File: config.mk
export PLATFORM = sky130hd
export DESIGN_NAME = integer_to_ascii_digits
export DESIGN_NICKNAME = d
export VERILOG_FILES = /design/src/sv/itoa_pkg.sv /design/src/sv/itoa_ctrl.sv /design/src/sv/itoa_dp.sv /design/src/sv/integer_to_ascii_digits.sv
export SDC_FILE = /design/constraint.sdc
export NUM_CORES = 1
export LEC_CHECK = 0
export ABC_AREA = 0
export BUFFER_PORTS_ARGS = -buffer_cell sky130_fd_sc_hd__buf_2
export CAP_MARGIN = 10
export CORE_ASPECT_RATIO = 1.25
export CORE_UTILIZATION = 50
export CTS_BUF_LIST = sky130_fd_sc_hd__clkbuf_4
export DETAILED_ROUTE_END_ITERATION = 12
export PLACE_DENSITY_LB_ADDON = 0.25
export SLEW_MARGIN = 20
export SYNTH_ARGS = -nofsm -noshare
export SYNTH_HDL_FRONTEND = slang
export SYNTH_HIERARCHICAL = 1
export SYNTH_SLANG_ARGS = --single-unit
export TNS_END_PERCENT = 5
File: constraint.sdc
create_clock -name clk -period 5.1 [get_ports clk]
set_input_delay 0.765 -clock clk [delete_from_list [all_inputs] [get_ports clk]]
set_output_delay 0.765 -clock clk [all_outputs]
set_load 0.05 [all_outputs]
File: src/sv/itoa_pkg.sv
// Shared types, codes and helpers for the integer-to-ASCII converter.
// No dependencies; imported by the controller, datapath and top level.
package itoa_pkg;

	localparam int DEFAULT_VALUE_WIDTH = 64;
	localparam int CHAR_W = 7;
	localparam int LEN_W = 5;

	localparam logic [1:0] OP_SDEC = 2'd0;
	localparam logic [1:0] OP_UDEC = 2'd1;
	localparam logic [1:0] OP_HEX  = 2'd2;
	localparam logic [1:0] OP_OCT  = 2'd3;

	localparam logic [CHAR_W-1:0] CHAR_ZERO  = 7'h30;
	localparam logic [CHAR_W-1:0] CHAR_LOWA  = 7'h61;
	localparam logic [CHAR_W-1:0] CHAR_MINUS = 7'h2d;

	// Commands from the controller to the datapath.
	typedef struct packed {
		logic load;
		logic conv_step;
		logic scan_step;
		logic scan_done;
		logic emit;
	} itoa_cmd_t;

	// Status from the datapath to the controller.
	typedef struct packed {
		logic in_is_dec;
		logic top_zero;
		logic one_digit;
		logic out_free;
		logic emit_last;
	} itoa_sts_t;

	// Digit slots: enough for decimal or octal text of a w-bit magnitude.
	function automatic int max_digits(input int w);
		int dec_n;
		int oct_n;
		dec_n = (w * 302) / 1000 + 1;
		oct_n = (w + 2) / 3;
		return (dec_n > oct_n) ? dec_n : oct_n;
	endfunction

	function automatic logic [CHAR_W-1:0] digit_char(input logic [3:0] d);
		logic [CHAR_W-1:0] c;
		if (d < 4'd10) begin
			c = CHAR_ZERO + {3'b000, d};
		end else begin
			c = CHAR_LOWA + {3'b000, d} - 7'd10;
		end
		return c;
	endfunction

endpackage

File: src/sv/itoa_ctrl.sv
// Controller for the integer-to-ASCII converter: sequences load, binary
// to BCD conversion, leading-zero strip and character output. Uses itoa_pkg.
module itoa_ctrl
	import itoa_pkg::*;
#(
	parameter int VALUE_WIDTH = DEFAULT_VALUE_WIDTH
) (
	input  logic      clk,
	input  logic      arst_n,
	input  logic      s_tvalid,
	output logic      s_tready,
	input  itoa_sts_t sts,
	output itoa_cmd_t cmd
);

	localparam int CNT_W = $clog2(VALUE_WIDTH);

	localparam logic [1:0] ST_IDLE = 2'd0;
	localparam logic [1:0] ST_CONV = 2'd1;
	localparam logic [1:0] ST_SCAN = 2'd2;
	localparam logic [1:0] ST_EMIT = 2'd3;

	logic [1:0]       state_q, state_n;
	logic [CNT_W-1:0] cnt_q, cnt_n;

	assign s_tready = (state_q == ST_IDLE);

	always_comb begin
		state_n = state_q;
		cnt_n   = cnt_q;
		cmd     = '0;
		unique case (state_q)
			ST_IDLE: begin
				if (s_tvalid) begin
					cmd.load = 1'b1;
					cnt_n    = CNT_W'(VALUE_WIDTH - 1);
					state_n  = sts.in_is_dec ? ST_CONV : ST_SCAN;
				end
			end
			ST_CONV: begin
				cmd.conv_step = 1'b1;
				if (cnt_q == '0) begin
					state_n = ST_SCAN;
				end else begin
					cnt_n = cnt_q - 1'b1;
				end
			end
			ST_SCAN: begin
				// drop leading zero digits, keep at least one
				if (sts.top_zero && !sts.one_digit) begin
					cmd.scan_step = 1'b1;
				end else begin
					cmd.scan_done = 1'b1;
					state_n       = ST_EMIT;
				end
			end
			ST_EMIT: begin
				if (sts.out_free) begin
					cmd.emit = 1'b1;
					if (sts.emit_last) begin
						state_n = ST_IDLE;
					end
				end
			end
			default: begin
				state_n = ST_IDLE;
			end
		endcase
	end

	always_ff @(posedge clk or negedge arst_n) begin
		if (!arst_n) begin
			state_q <= ST_IDLE;
			cnt_q   <= '0;
		end else begin
			state_q <= state_n;
			cnt_q   <= cnt_n;
		end
	end

endmodule

File: src/sv/itoa_dp.sv
// Datapath for the integer-to-ASCII converter: magnitude and digit
// registers, shift-and-add-3 BCD step and the output register. Uses itoa_pkg.
module itoa_dp
	import itoa_pkg::*;
#(
	parameter int VALUE_WIDTH = DEFAULT_VALUE_WIDTH
) (
	input  logic              clk,
	input  logic              arst_n,
	input  logic [63:0]       in_value,
	input  logic [1:0]        in_opcode,
	input  itoa_cmd_t         cmd,
	output itoa_sts_t         sts,
	output logic              out_valid,
	input  logic              out_ready,
	output logic [CHAR_W-1:0] out_char,
	output logic [LEN_W-1:0]  out_len,
	output logic              out_last
);

	localparam int NDIG = max_digits(VALUE_WIDTH);
	localparam int DIG_W = $clog2(NDIG + 1);

	logic [VALUE_WIDTH-1:0]  mag_q;
	logic [NDIG-1:0][3:0]    dig_q;
	logic [DIG_W-1:0]        ndig_q;
	logic                    neg_q;
	logic [LEN_W-1:0]        len_q;

	logic                    out_valid_q;
	logic [CHAR_W-1:0]       out_char_q;
	logic [LEN_W-1:0]        out_len_q;
	logic                    out_last_q;

	logic [VALUE_WIDTH-1:0]  in_v;
	logic                    in_neg;
	logic [VALUE_WIDTH-1:0]  in_mag;
	logic [NDIG-1:0][3:0]    load_dig;
	logic [NDIG-1:0][3:0]    adj_dig;
	logic [NDIG-1:0][3:0]    conv_dig;
	logic [NDIG-1:0][3:0]    shift_dig;
	logic [VALUE_WIDTH-1:0]  sh_tmp;
	logic [CHAR_W-1:0]       cur_char;
	logic                    cur_last;

	assign in_v   = in_value[VALUE_WIDTH-1:0];
	assign in_neg = (in_opcode == OP_SDEC) && in_v[VALUE_WIDTH-1];
	assign in_mag = in_neg ? (~in_v + 1'b1) : in_v;

	// hex and octal digits are plain bit slices; decimal starts from zero
	always_comb begin
		load_dig = '0;
		sh_tmp   = '0;
		for (int i = 0; i < NDIG; i++) begin
			if (in_opcode == OP_HEX) begin
				sh_tmp = in_v >> (4 * i);
				load_dig[i] = (4 * i < VALUE_WIDTH) ? sh_tmp[3:0] : 4'd0;
			end else if (in_opcode == OP_OCT) begin
				sh_tmp = in_v >> (3 * i);
				load_dig[i] = (3 * i < VALUE_WIDTH) ? {1'b0, sh_tmp[2:0]} : 4'd0;
			end
		end
	end

	// one shift-and-add-3 step: correct each BCD digit, then shift in one bit
	always_comb begin
		for (int i = 0; i < NDIG; i++) begin
			adj_dig[i] = (dig_q[i] >= 4'd5) ? (dig_q[i] + 4'd3) : dig_q[i];
		end
		conv_dig[0] = {adj_dig[0][2:0], mag_q[VALUE_WIDTH-1]};
		for (int i = 1; i < NDIG; i++) begin
			conv_dig[i] = {adj_dig[i][2:0], adj_dig[i-1][3]};
		end
	end

	// advance one digit toward the top slot
	always_comb begin
		shift_dig[0] = 4'd0;
		for (int i = 1; i < NDIG; i++) begin
			shift_dig[i] = dig_q[i-1];
		end
	end

	assign cur_char = neg_q ? CHAR_MINUS : digit_char(dig_q[NDIG-1]);
	assign cur_last = !neg_q && (ndig_q == DIG_W'(1));

	assign sts.in_is_dec = !in_opcode[1];
	assign sts.top_zero  = (dig_q[NDIG-1] == 4'd0);
	assign sts.one_digit = (ndig_q == DIG_W'(1));
	assign sts.out_free  = !out_valid_q || out_ready;
	assign sts.emit_last = cur_last;

	always_ff @(posedge clk) begin
		if (cmd.load) begin
			mag_q  <= in_mag;
			dig_q  <= load_dig;
			ndig_q <= DIG_W'(NDIG);
			neg_q  <= in_neg;
		end else if (cmd.conv_step) begin
			mag_q <= {mag_q[VALUE_WIDTH-2:0], 1'b0};
			dig_q <= conv_dig;
		end else if (cmd.scan_step) begin
			dig_q  <= shift_dig;
			ndig_q <= ndig_q - 1'b1;
		end else if (cmd.scan_done) begin
			len_q <= LEN_W'(ndig_q) + LEN_W'(neg_q);
		end else if (cmd.emit) begin
			if (neg_q) begin
				neg_q <= 1'b0;
			end else begin
				dig_q  <= shift_dig;
				ndig_q <= ndig_q - 1'b1;
			end
		end
	end

	always_ff @(posedge clk or negedge arst_n) begin
		if (!arst_n) begin
			out_valid_q <= 1'b0;
		end else if (cmd.emit) begin
			out_valid_q <= 1'b1;
		end else if (out_ready) begin
			out_valid_q <= 1'b0;
		end
	end

	always_ff @(posedge clk) begin
		if (cmd.emit) begin
			out_char_q <= cur_char;
			out_len_q  <= len_q;
			out_last_q <= cur_last;
		end
	end

	assign out_valid = out_valid_q;
	assign out_char  = out_char_q;
	assign out_len   = out_len_q;
	assign out_last  = out_last_q;

endmodule

File: src/sv/integer_to_ascii_digits.sv
// Top level of the integer-to-ASCII converter: stream ports around the
// controller (itoa_ctrl) and datapath (itoa_dp). Uses itoa_pkg.
//
// Usage: a request on the slave stream carries a value and an opcode
// (signed decimal, unsigned decimal, lowercase hex, octal). The master
// stream returns the text most significant character first, one character
// per transfer, each with the total text length; tlast marks the final one.
// Timing: one request at a time. Decimal requests pass each of the
// VALUE_WIDTH magnitude bits through the shift-and-add-3 loop; hex and octal
// skip it. Leading zero digits are then stripped one per cycle, the length
// is latched, and characters leave one per cycle unless m_tready stalls them.
// Strip plus emit always spans the NDIG digit slots (22 at the default
// width). A new request is taken once the last character is in the output
// register.
// Stall: a low m_tready holds the output register and the digit sequence.
// Reset: arst_n empties the output register and returns to idle.
module integer_to_ascii_digits
	import itoa_pkg::*;
#(
	parameter int VALUE_WIDTH = DEFAULT_VALUE_WIDTH
) (
	input  logic        clk,
	input  logic        arst_n,
	input  logic        s_tvalid,
	output logic        s_tready,
	input  logic [71:0] s_tdata,   // [63:0] value, [65:64] opcode, [71:66] zero
	output logic        m_tvalid,
	input  logic        m_tready,
	output logic [15:0] m_tdata,   // [6:0] char_code, [11:7] text_length, [15:12] zero
	output logic        m_tlast
);

	itoa_cmd_t         cmd;
	itoa_sts_t         sts;
	logic [CHAR_W-1:0] out_char;
	logic [LEN_W-1:0]  out_len;

	itoa_ctrl #(
		.VALUE_WIDTH(VALUE_WIDTH)
	) u_ctrl (
		.clk      (clk),
		.arst_n   (arst_n),
		.s_tvalid (s_tvalid),
		.s_tready (s_tready),
		.sts      (sts),
		.cmd      (cmd)
	);

	itoa_dp #(
		.VALUE_WIDTH(VALUE_WIDTH)
	) u_dp (
		.clk       (clk),
		.arst_n    (arst_n),
		.in_value  (s_tdata[63:0]),
		.in_opcode (s_tdata[65:64]),
		.cmd       (cmd),
		.sts       (sts),
		.out_valid (m_tvalid),
		.out_ready (m_tready),
		.out_char  (out_char),
		.out_len   (out_len),
		.out_last  (m_tlast)
	);

	assign m_tdata = {4'b0000, out_len, out_char};

endmodule
==> reports/qor.txt <==
outcome = finished, final reports clean
Num Clock Sinks = 185
std cell rows = 65
global-route wire length before repair = 55.2 mm
# hold bufs at CTS = 1
Seq pwr share = 41.5%
kind of capture point of the worst setup path = flip-flop
Buffers & Inverters on Critical Path = 3
Max transition margin = 25.4%
synth-to-layout area growth = 7.38%
final number of setup-violating endpoints = 0
number of instances in the placed design = 1710
post-synth design cell area = 12800 µm²
Top Usage Layer GRT = met2
post-route insts no fill = 1744
core area = 25200 µm²
hold violation count in the final report = 0
number of design-rule violations left by the first detailed-router iteration = 1040
number of top-level design ports = 95
sw frac = 43.4%
fraction of the yosys area taken by sequential cells = 42.5%
Layout Nets = 1528
HPWL Detailed = 24.0 mm
worst setup path category = flip-flop to flip-flop
power density over the cells = 610 nW/µm²
Reg clk slew, reported paths = 170 ps
critical path peak fanout = 78
Worst setup SP type = flip-flop
overall routing resource usage = 26.7%
final non-filler cell area = 13800 µm²
maximum buffer depth of the clock tree = 2
total grt overflow = 0
root buffer selected by CTS = sky130_fd_sc_hd__clkbuf_4
Cells after Synth = 1361
design internal power = 4.76 mW
met2 routing resource usage after global routing = 45.8%
Slowest Stage Delay on Critical Path = 800 ps
number of setup buffers added after CTS = 0
GP Congestion = 0.866
post-synthesis area per instance = 9.43 µm²
proportion of power drawn by the clock network = 10.1%
min Tclk post-route = 3230 ps
average wire length per cell after detail routing = 20.0 µm
slowest cell on the critical path = sky130_fd_sc_hd__buf_4
transition at the pin with the smallest max-transition slack = 1120 ps
final-report max-slew violation count = 0
pin count of the biggest net entering global routing = 119
ordered list of cells on the worst path = inv_1 > ha_1 > and2_4 > nor2_2 > clkinv_2 > buf_4 > o21ai_0 > a21oi_1 > o31ai_1
vias in the first global route = 10428
fraction of synthesis flops using an asynchronous set or reset pin = 4.86%
number of remaining DRC errors = 0
Port Buffer Count = 84
net switching power = 3.65 mW
routed vias = 10967
Arrival @ worst endpoint = 3610 ps
worst skew pair latency = 610 ps
met1 track demand over resource in global routing = 32.8%
final routed wirelength across all metal layers = 34.9 mm
maximum vdd drop = 0.513 mV
GRT met3 Usage = 4.12%
share of the clock period used by the worst path after layout = 63.3%
worst hold path class = flip-flop to flip-flop
unrepaired setup endpoints after global routing = false
setup skew after layout = 15.2 ps
number of distinct library cells after synthesis = 82
combinational share of power = 48.5%
share of final-layout standard cells stronger than drive strength 1 = 11.9%
synthesis-stage register bit count = 185
vias per cell = 6.29
Static Leakage = 4.90 nW
detailed-router iteration count before antenna repair = 5
Max Clock Freq = 310 MHz
clock tree from TritonCTS = done
clock buffer count from CTS = 17
Critical Path RT = 5480 ps
max-cap violation count = 0
yosys synthesis warning count = 6
number of antenna violations at the first check in global routing = 1
DIE AREA = 26300 µm²
Horiz. Die Dim = 145 µm
most used flip-flop cell after synthesis = sky130_fd_sc_hd__edfxtp_1
filler cell count = 2295
Die Y-Extent = 181 µm
starting density of the core = 50.9%
post-place instance area = 13500 µm²
H-tree depth = 4
EDFF count, synth = 171
family of cells with the greatest summed delay on the critical path = buffers and inverters
post-cts repair resize count = 0
post-detailed-route count of antenna-violating nets = 0
sum of negative setup slack = 0 ps
==> synthesized netlist by cell type (8+ instances only) <==
master                       n  share of area (%)
sky130_fd_sc_hd__clkbuf_1   62                1.8
sky130_fd_sc_hd__a211o_1     8               0.55
sky130_fd_sc_hd__nor3_1     28                1.1
sky130_fd_sc_hd__nand4_1    13               0.63
sky130_fd_sc_hd__nand2_1   117                3.4
sky130_fd_sc_hd__xor2_1     32                2.2
sky130_fd_sc_hd__xnor2_1    42                2.9
sky130_fd_sc_hd__nor2_1    147                4.3
sky130_fd_sc_hd__a311oi_1   13               0.89
sky130_fd_sc_hd__or4_1      13               0.76
sky130_fd_sc_hd__buf_1      11               0.32
sky130_fd_sc_hd__a31oi_1    13               0.63
sky130_fd_sc_hd__a22oi_1    29                1.7
sky130_fd_sc_hd__nor4_1     19               0.93
sky130_fd_sc_hd__edfxtp_1  171                 40
sky130_fd_sc_hd__o211ai_1   24                1.4
sky130_fd_sc_hd__mux2i_1    39                3.0
sky130_fd_sc_hd__ha_1       57                5.6
sky130_fd_sc_hd__a31o_2     10               0.68
sky130_fd_sc_hd__nand3_1    32                1.2
sky130_fd_sc_hd__o22ai_1    15               0.73
sky130_fd_sc_hd__o21ai_0    51                2.0
sky130_fd_sc_hd__nor3b_1     8               0.47
sky130_fd_sc_hd__a22o_1     13               0.89
sky130_fd_sc_hd__nand2b_1   35                1.7
sky130_fd_sc_hd__dfrtp_1     9                1.8
sky130_fd_sc_hd__o31ai_1    23                1.3
sky130_fd_sc_hd__inv_1      61                1.8
sky130_fd_sc_hd__or3_1      30                1.5
sky130_fd_sc_hd__a21oi_1    97                3.8
sky130_fd_sc_hd__o221ai_1   15                1.0
==> path summary, 6_finish.rpt <==
path                                        start              end  slack (ps)  depth (start not counted)
worst max-delay path            u_ctrl/state_q[1]    u_dp/dig_q[4]        1870                          9
worst min-delay path                u_dp/len_q[3]  u_dp/out_len[3]         440                          0
worst max register to register  u_ctrl/state_q[1]    u_dp/dig_q[4]        1870                          9
worst min register to register      u_dp/len_q[3]  u_dp/out_len[3]         440                          0
max in group asynchronous                  arst_n  u_ctrl/cnt_q[1]        4400                          2
min in group asynchronous                  arst_n   u_dp/out_valid         520                          2
==> power groups by stage <==
stage | Sequential [mW] | Combinational [mW] | Clock (mW)
after floorplan | 3.50 | 3.03 | 0
after global placement | 3.50 | 3.93 | 0
after detailed placement | 3.52 | 4.06 | 0
after CTS | 3.48 | 4.08 | 0.867
after global routing | 3.59 | 4.54 | 0.918
final | 3.49 | 4.07 | 0.845
==> cell families (layout without fill, tap and decap cells) <==
group	after synthesis	count (layout)	share of synthesized area (%)
buffers and inverters	147	191	4.61
muxes	39	39	3.04
and+or+nand+nor	491	491	19.7
adders and majority gates	57	57	5.56
other	2	6	0.0585
AOI/OAI and AO/OA	366	366	19.4
DFF	185	185	42.5
xor gates and xnor gates	74	74	5.05
==> metal layers <==
metal  vias up  routed length [µm]
li1       5182                   -
met1      5272               13900
met2       438               17300
met3        75                2260
met4         0                1460
met5         -                   0
==> sequential cells by signal, indices dropped and copies added, names as in the netlist <==
| name | count |
|---|---|
| u_dp/out_valid | 1 |
| u_ctrl/cnt_q | 6 |
| u_dp/ndig_q | 5 |
| u_dp/len_q | 5 |
| u_dp/out_last | 1 |
| u_ctrl/state_q | 2 |
| u_dp/dig_q | 88 |
| u_dp/out_char | 7 |
| u_dp/neg_q | 1 |
| u_dp/out_len | 5 |
| u_dp/mag_q | 64 |
==> area by class of cell <==
type / instances / area [µm²] / area share [%]
inverters: 62 / 234 / 1.70
clock inverters: 15 / 161 / 1.17
flip-flops and latches: 185 / 5460 / 39.6
well taps: 335 / 419 / 3.04
clock buffers: 17 / 128 / 0.926
diodes: 1 / 2.50 / 0.0182
repair buffers: 97 / 558 / 4.05
multi-input cells: 1032 / 6820 / 49.5
==> per-stage QoR <==
stage	worst slack (ps)	hold slack (ps)	power (mW)	utilization, %
global placement	1770	402	7.43	53.5
global route	1580	416	9.05	54.7
finish	1870	440	8.41	54.7
CTS	1890	409	8.43	54.7
floorplan	734	400	6.53	-
detailed placement	1800	406	7.58	53.5
==> placed cells by master, fill, tap and decap left out, drive strengths merged, types with 33 or more instances in the layout <==
cell type / instances
a21oi: 97
buf: 96
edfxtp: 171
ha: 57
inv: 66
mux2i: 39
nand2: 117
nand2b: 35
nand3: 33
nor2: 147
o21ai: 53
xnor2: 42
Note: power is estimated with default switching activity, not from simulation.
